`src/rtl/tcps_pkg.sv`:
```
// Shared types and constants for the trie common prefix search block.
package tcps_pkg;

    localparam int KEY_W      = 21;
    localparam int VAL_W      = 32;
    localparam int PTR_W      = 16;
    localparam int LEN_W      = 9;
    localparam int MAXLEN_W   = 8;
    localparam int KV_W       = KEY_W + VAL_W;
    localparam int CH_W       = 2 * PTR_W;
    localparam int QUEUE_DEPTH = 4;
    localparam int QPTR_W     = 2;

    localparam logic KIND_LOAD = 1'b0;
    localparam logic KIND_TEXT = 1'b1;

    localparam logic [MAXLEN_W-1:0] MAX_LENGTH_RESET = 8'd255;

    // One classified item as it travels from front to back
    typedef struct packed {
        logic             kind;
        logic [PTR_W-1:0] node_address;
        logic [KEY_W-1:0] node_key;
        logic [VAL_W-1:0] node_payload;
        logic [PTR_W-1:0] child_offset;
        logic [PTR_W-1:0] child_count;
        logic [KEY_W-1:0] text_char;
        logic             text_last;
        logic             addr_ok;
        logic             char_zero;
    } item_t;

    typedef enum logic [1:0] {
        ST_IDLE,
        ST_CHILD,
        ST_KEY
    } back_state_t;

endpackage

```
`src/rtl/tcps_queue.sv`:
```
// Short register queue between the front and back ends.
module tcps_queue
    import tcps_pkg::*;
(
    input  logic  clk,
    input  logic  rst_n,
    input  logic  push,
    input  item_t push_item,
    output logic  full,
    input  logic  pop,
    output logic  head_valid,
    output item_t head
);

    item_t              q_reg [QUEUE_DEPTH];
    logic [QPTR_W-1:0]  wr_ptr_reg, wr_ptr_next;
    logic [QPTR_W-1:0]  rd_ptr_reg, rd_ptr_next;
    logic [QPTR_W:0]    count_reg, count_next;

    assign full       = (count_reg == (QPTR_W+1)'(QUEUE_DEPTH));
    assign head_valid = (count_reg != '0);
    assign head       = q_reg[rd_ptr_reg];

    // advance pointers and occupancy
    always_comb
    begin
        wr_ptr_next = push ? wr_ptr_reg + 1'b1 : wr_ptr_reg;
        rd_ptr_next = pop ? rd_ptr_reg + 1'b1 : rd_ptr_reg;
        count_next  = count_reg;
        if (push && !pop)
        begin
            count_next = count_reg + 1'b1;
        end
        else if (pop && !push)
        begin
            count_next = count_reg - 1'b1;
        end
    end

    always_ff @(posedge clk or negedge rst_n)
    begin
        if (!rst_n)
        begin
            wr_ptr_reg <= '0;
            rd_ptr_reg <= '0;
            count_reg  <= '0;
        end
        else
        begin
            wr_ptr_reg <= wr_ptr_next;
            rd_ptr_reg <= rd_ptr_next;
            count_reg  <= count_next;
        end
    end

    // store the pushed item
    always_ff @(posedge clk)
    begin
        if (push)
        begin
            q_reg[wr_ptr_reg] <= push_item;
        end
    end

endmodule

```
`config.mk`:
```
export PLATFORM = sky130hd
export DESIGN_NAME = tcps_queue
export DESIGN_NICKNAME = d
export VERILOG_FILES = /design/src/rtl/tcps_pkg.sv /design/src/rtl/tcps_queue.sv
export SDC_FILE = /design/constraint.sdc
export NUM_CORES = 1
export LEC_CHECK = 0
export ABC_AREA = 1
export BUFFER_PORTS_ARGS = -buffer_cell sky130_fd_sc_hd__buf_2
export CAP_MARGIN = 25
export CORE_MARGIN = 2
export CORE_UTILIZATION = 60
export DETAILED_ROUTE_END_ITERATION = 7
export PLACE_DENSITY = 0.79
export SLEW_MARGIN = 20
export SYNTH_ARGS = -nofsm -noshare
export SYNTH_HDL_FRONTEND = slang
export SYNTH_SLANG_ARGS = --single-unit
```
`constraint.sdc`:
```
create_clock -name clk -period 10 [get_ports clk]
set_clock_uncertainty 0.05 [all_clocks]
set_input_delay 1 -clock clk [delete_from_list [all_inputs] [get_ports clk]]
set_output_delay 1 -clock clk [all_outputs]
set_load 0.01 [all_outputs]
```
### Yosys cells after proc, flatten, opt, wreduce, memory -nomap -nowiden

Memories as Yosys holds them, arrays and structs flattened.
Index checks and enable logic that the tools add are counted.

| storage, ports and cells | value |
|---|---|
| register bits | 7 |
| bits in writable memories | 504 |
| bits of input ports | 130 |
| output and inout port bits | 128 |
| word-level logic and storage cells | 19 |
| memories | 1 |

| cells by class | value |
|---|---|
| add/sub/neg operators | 4 |
| equal/unequal tests | 1 |
| multiplexer cells | 4 |
| reductions and logical operators | 6 |

Memories:

| name | depth | bits a word | read ports | clocked after memory_dff | wr ports | RTL line | source |
|---|---|---|---|---|---|---|---|
| q_reg | 4 | 126 | 1 | 0 | 1 | tcps_queue.sv:15 | `item_t q_reg [QUEUE_DEPTH];` |

Operators with widths:

| operator | count |
|---|---|
| 3-bit two-way mux | 2 |
| 2-bit by 1-bit adder with 2-bit output, second input constant | 2 |
| 3-bit by 1-bit adder with 3-bit output, second input constant | 1 |
| 3-bit == test, second input constant | 1 |
| 3-bit nonzero test | 1 |
| 3-bit by 1-bit subtractor with 3-bit output, second input constant | 1 |
| 1-bit logical AND | 2 |
| 1-bit logical NOT | 2 |
| 1-bit two-way mux | 2 |
| 2-bit nonzero test | 1 |

### Longest topological paths before layout

| depth | value |
|---|---|
| depth in word-level cells | 4 |
| mapped depth | 9 |
| mapped depth without buffers | 9 |

### Worst setup path after synthesis

No wires, ideal clock.

| path | value |
|---|---|
| path kind | input-to-reg |
| start | input port push |
| end | memory q_reg[0][0] (netlist bit) (enable) |
| setup time | 479 ps |
| arrival time | 3736 ps |
| required time | 9471 ps |
| path slack | 5735 ps |
| cell stages on the path | 3 |
| buffers on the path | 1 |
| cell sequence | clkbuf_1 > nand2_1 > inv_1 |

| between the ends | value |
|---|---|
| cells in the longest elaborated chain, start to end | 2 |

RTL lines:

| element | RTL line | source |
|---|---|---|
| from (decl) | tcps_queue.sv:7 | `input logic push,` |
| 1-bit two-way mux | tcps_queue.sv:59 | `if (push)` |
| 1-bit two-way mux (not written as such) | tcps_queue.sv:61 | `q_reg[wr_ptr_reg] <= push_item;` |
| to (decl) | tcps_queue.sv:15 |  |

Every way passes these cells.

==> impl_metrics.env <==
export IMPL_powerDensity_nw_per_um2=298.0
export IMPL_grt_pass1_vias=12200
export IMPL_htree_num_levels=2
export IMPL_yosys_warnings=0
export IMPL_status="finished, final reports clean"
export IMPL_seq_area_frac_synth_pct=71.53
export IMPL_synth_top_family_by_area="compound AO/OA/AOI/OAI gates"
export IMPL_synth_fa_ha_area_share_pct=0.3858
export IMPL_fin_nets=1894
export IMPL_gr_total_overflow=0
export IMPL_path_clk_slew_ns=0.06
export IMPL_synth_top_area_share_pct=70.71
export IMPL_synth_area_leaders="edfxtp_1 (71%), o211ai_2 (6.0%), o211ai_1 (5.3%), nand2_1 (5.1%), inv_1 (4.6%)"
export IMPL_initial_core_util_pct=60.62
export IMPL_synth_compound_area_share_pct=11.25
export IMPL_clk_latency_ns=0.55
export IMPL_cp_max_fo=70
export IMPL_p_leak_nw=9.705
export IMPL_cap_violations=0
export IMPL_clock_root_buffer="clkbuf_16"
export IMPL_worstPathArrival_ns=3.73
export IMPL_via_per_inst=5.289
export IMPL_syn2layout_area_growth_pct=13.19
export IMPL_synth_commonest_cells="edfxtp_1 (504), nand2_1 (292), inv_1 (263)"
export IMPL_r2r_worst_path_cells=3
export IMPL_cts_made_buffers=49
export IMPL_wire_per_inst_um=17.78
export IMPL_grt_pass1_wl_um=62090
export IMPL_first_iter_violations=640
export IMPL_cts_resized_gates=0
export IMPL_cp_required_ns=8.95
export IMPL_fin_crit_ns=4.784
export IMPL_dr_pass1_iters=5
export IMPL_die_y_um=192.9
export IMPL_slew_violations=0
export IMPL_io_buffers=257
export IMPL_end_kind="output pin"
export IMPL_largest_reg_flops=504
export IMPL_rr_startpoint="rd_ptr_reg[1]$_DFFE_PN0P_"
export IMPL_worstSetupStartpoint="rd_ptr_reg[0]$_DFFE_PN0P_"
export IMPL_timing_rr_end="rd_ptr_reg[1]$_DFFE_PN0P_"
export IMPL_start_kind="register"
export IMPL_routed_via_count=11970
export IMPL_max_slew_margin_pct=31.41
export IMPL_tns_ns=0
export IMPL_hp_class="input pin to async pin"
export IMPL_cts_max_path_buffers=3
export IMPL_syn_nets=1654
export IMPL_syn_cell_area_um2=21400
export IMPL_synth_cell_types=23
export IMPL_path_class="register to output pin"
export IMPL_dp_hpwl_um=22710
export IMPL_fin_area_um2=24230
export IMPL_dpl_cell_area_um2=22550
export IMPL_ir_drop_v=0.0002804
export IMPL_synthArstFlopShare_pct=1.370
export IMPL_layout_drive_gt1_share_pct=30.43
export IMPL_die_x_um=192.9
export IMPL_nFillCells=2375
export IMPL_synth_cells=1518
export IMPL_r2r_slack_ns=7.33
export IMPL_synthMuxAreaShare_pct=0
export IMPL_fmax_ghz=0.2090
export IMPL_cts_setup_buffers=0
export IMPL_ios=258
export IMPL_cts_tree="done"
export IMPL_synth_simple_area_share_pct=8.137
export IMPL_drc=0
export IMPL_synth_top_area_cell="edfxtp_1"
export IMPL_num_rows=69
export IMPL_synthFlopType="edfxtp_1"
export IMPL_synth_edf_count=504
export IMPL_cts_hold_buffers_added=0
export IMPL_grt_start_max_net_pins=230
export IMPL_synth_xor_area_share_pct=0.1637
export IMPL_hold_viol=0
export IMPL_finalSetupViolCount=0
export IMPL_routed_wl_um=40260
export IMPL_rsz0062_at_grt="no"
export IMPL_antenna_found_initial=9
export IMPL_worstMarginPinSlew_ns=1.029
export IMPL_syn_mean_instance_area_um2=14.10
export IMPL_yosysMostFrequentCell="edfxtp_1"
export IMPL_coreArea_um2=35310
export IMPL_fin_crit_sh_pct=47.84
export IMPL_ant_nets=0
export IMPL_cts_sinks=511
export IMPL_crit_path_end="head[120]"
export IMPL_grtUsageTotal_pct=21.77
export IMPL_dieArea_um2=37200
export IMPL_gp_congestion=0.7326
export IMPL_ys_ff_latch=511
## area by class of cell
cell class                      instances  area [um2]  share of cell area [%]
Sequential cell                       511       15320                   63.22
Multi-Input combinational cell        659        4267                   17.61
Timing Repair Buffer                  273        1524                   6.290
Clock buffer                           60        1287                   5.314
Inverter                              264        1016                   4.193
Tap cell                              461       576.8                   2.381
Clock inverter                         27       217.7                  0.8986
Antenna cell                            9       22.52                 0.09296
## through the flow
| stage | hold slack [ns] | util (%) | power, mW | setup WS (ns) | cells |
|---|---|---|---|---|---|
| 2_1_floorplan | 0.3917 | - | 4.919 | 5.735 | 1518 |
| 3_3_place_gp | 0.4080 | 63.86 | 5.432 | 5.776 | 2162 |
| 3_5_place_dp | 0.4121 | 63.86 | 5.510 | 5.679 | 2162 |
| 4_1_cts | 0.2065 | 68.13 | 7.253 | 5.067 | 2249 |
| 5_1_grt | 0.2075 | 68.59 | 7.644 | 4.950 | 2260 |
| 6_report | 0.2265 | 68.62 | 7.219 | 5.216 | 2264 |
## report_power, final
part | switching (mW) | internal, mW | total [mW]
logic | 1.63 | 0.854 | 2.49
clock network | 0.735 | 1.01 | 1.74
registers | 0.184 | 2.80 | 2.99
total | 2.55 | 4.67 | 7.22
## worst min path at each step
stage                                     to                      from  cells past startpoint  slack (ns)
finish              count_reg[0]$_DFFE_PN0P_                     rst_n                      1        0.23
global route        count_reg[0]$_DFFE_PN0P_                     rst_n                      1        0.21
CTS                 count_reg[1]$_DFFE_PN0P_                     rst_n                      1        0.21
detailed placement  count_reg[2]$_DFFE_PN0P_  count_reg[2]$_DFFE_PN0P_                      2        0.41
global placement    count_reg[2]$_DFFE_PN0P_  count_reg[2]$_DFFE_PN0P_                      2        0.41
floorplan           count_reg[2]$_DFFE_PN0P_  count_reg[2]$_DFFE_PN0P_                      2        0.39
## worst max-delay path: stages, from the launching register on
cell      delay [ns]
dfrtp_4         0.90
buf_4           0.79
buf_4           0.64
buf_12          0.32
o211ai_1        0.14
nand2_1         0.14
buf_2           0.14
## per-layer routing
metal  GRT usage [%]  wire length (um)  vias to the layer above
met4           6.254               739                        2
li1                -                 -                     5784
met2           37.99             20380                      303
met5               0                 7                        -
met3           7.038              3646                       59
met1           25.83             15490                     5826
## kinds of logic (layout without fill, tap and decap cells)
| group | count (synthesis) | in the layout |
|---|---|---|
| XOR/XNOR | 4 | 4 |
| AND/OR/NAND/NOR | 396 | 396 |
| flip-flops | 511 | 511 |
| buffers and inverters | 348 | 624 |
| adder cells (fa/ha/maj) | 6 | 6 |
| other | 0 | 9 |
| AO/OA/AOI/OAI | 253 | 253 |
## placed cells by master, fill, tap and decap left out
master | Yosys | layout
clkbuf_1 | 9 | 9
diode_2 | 0 | 9
xor2_1 | 3 | 3
buf_2 | 23 | 257
clkinv_1 | 0 | 14
nand4_1 | 1 | 1
bufinv_16 | 0 | 4
xnor2_1 | 1 | 1
nand2_1 | 292 | 292
clkinv_2 | 0 | 9
buf_4 | 5 | 9
edfxtp_1 | 504 | 504
o211ai_1 | 150 | 150
nand3_1 | 1 | 1
o211ai_2 | 102 | 102
nand2_2 | 100 | 100
dfrtp_4 | 0 | 2
clkbuf_8 | 0 | 2
clkbuf_16 | 0 | 49
nor2_1 | 1 | 1
o21ai_1 | 1 | 1
inv_1 | 263 | 259
fa_1 | 1 | 1
inv_6 | 1 | 5
buf_12 | 12 | 3
ha_1 | 5 | 5
buf_16 | 0 | 4
dfrtp_1 | 7 | 5
nor3_1 | 1 | 1
Power figures use the tool's default switching activity.
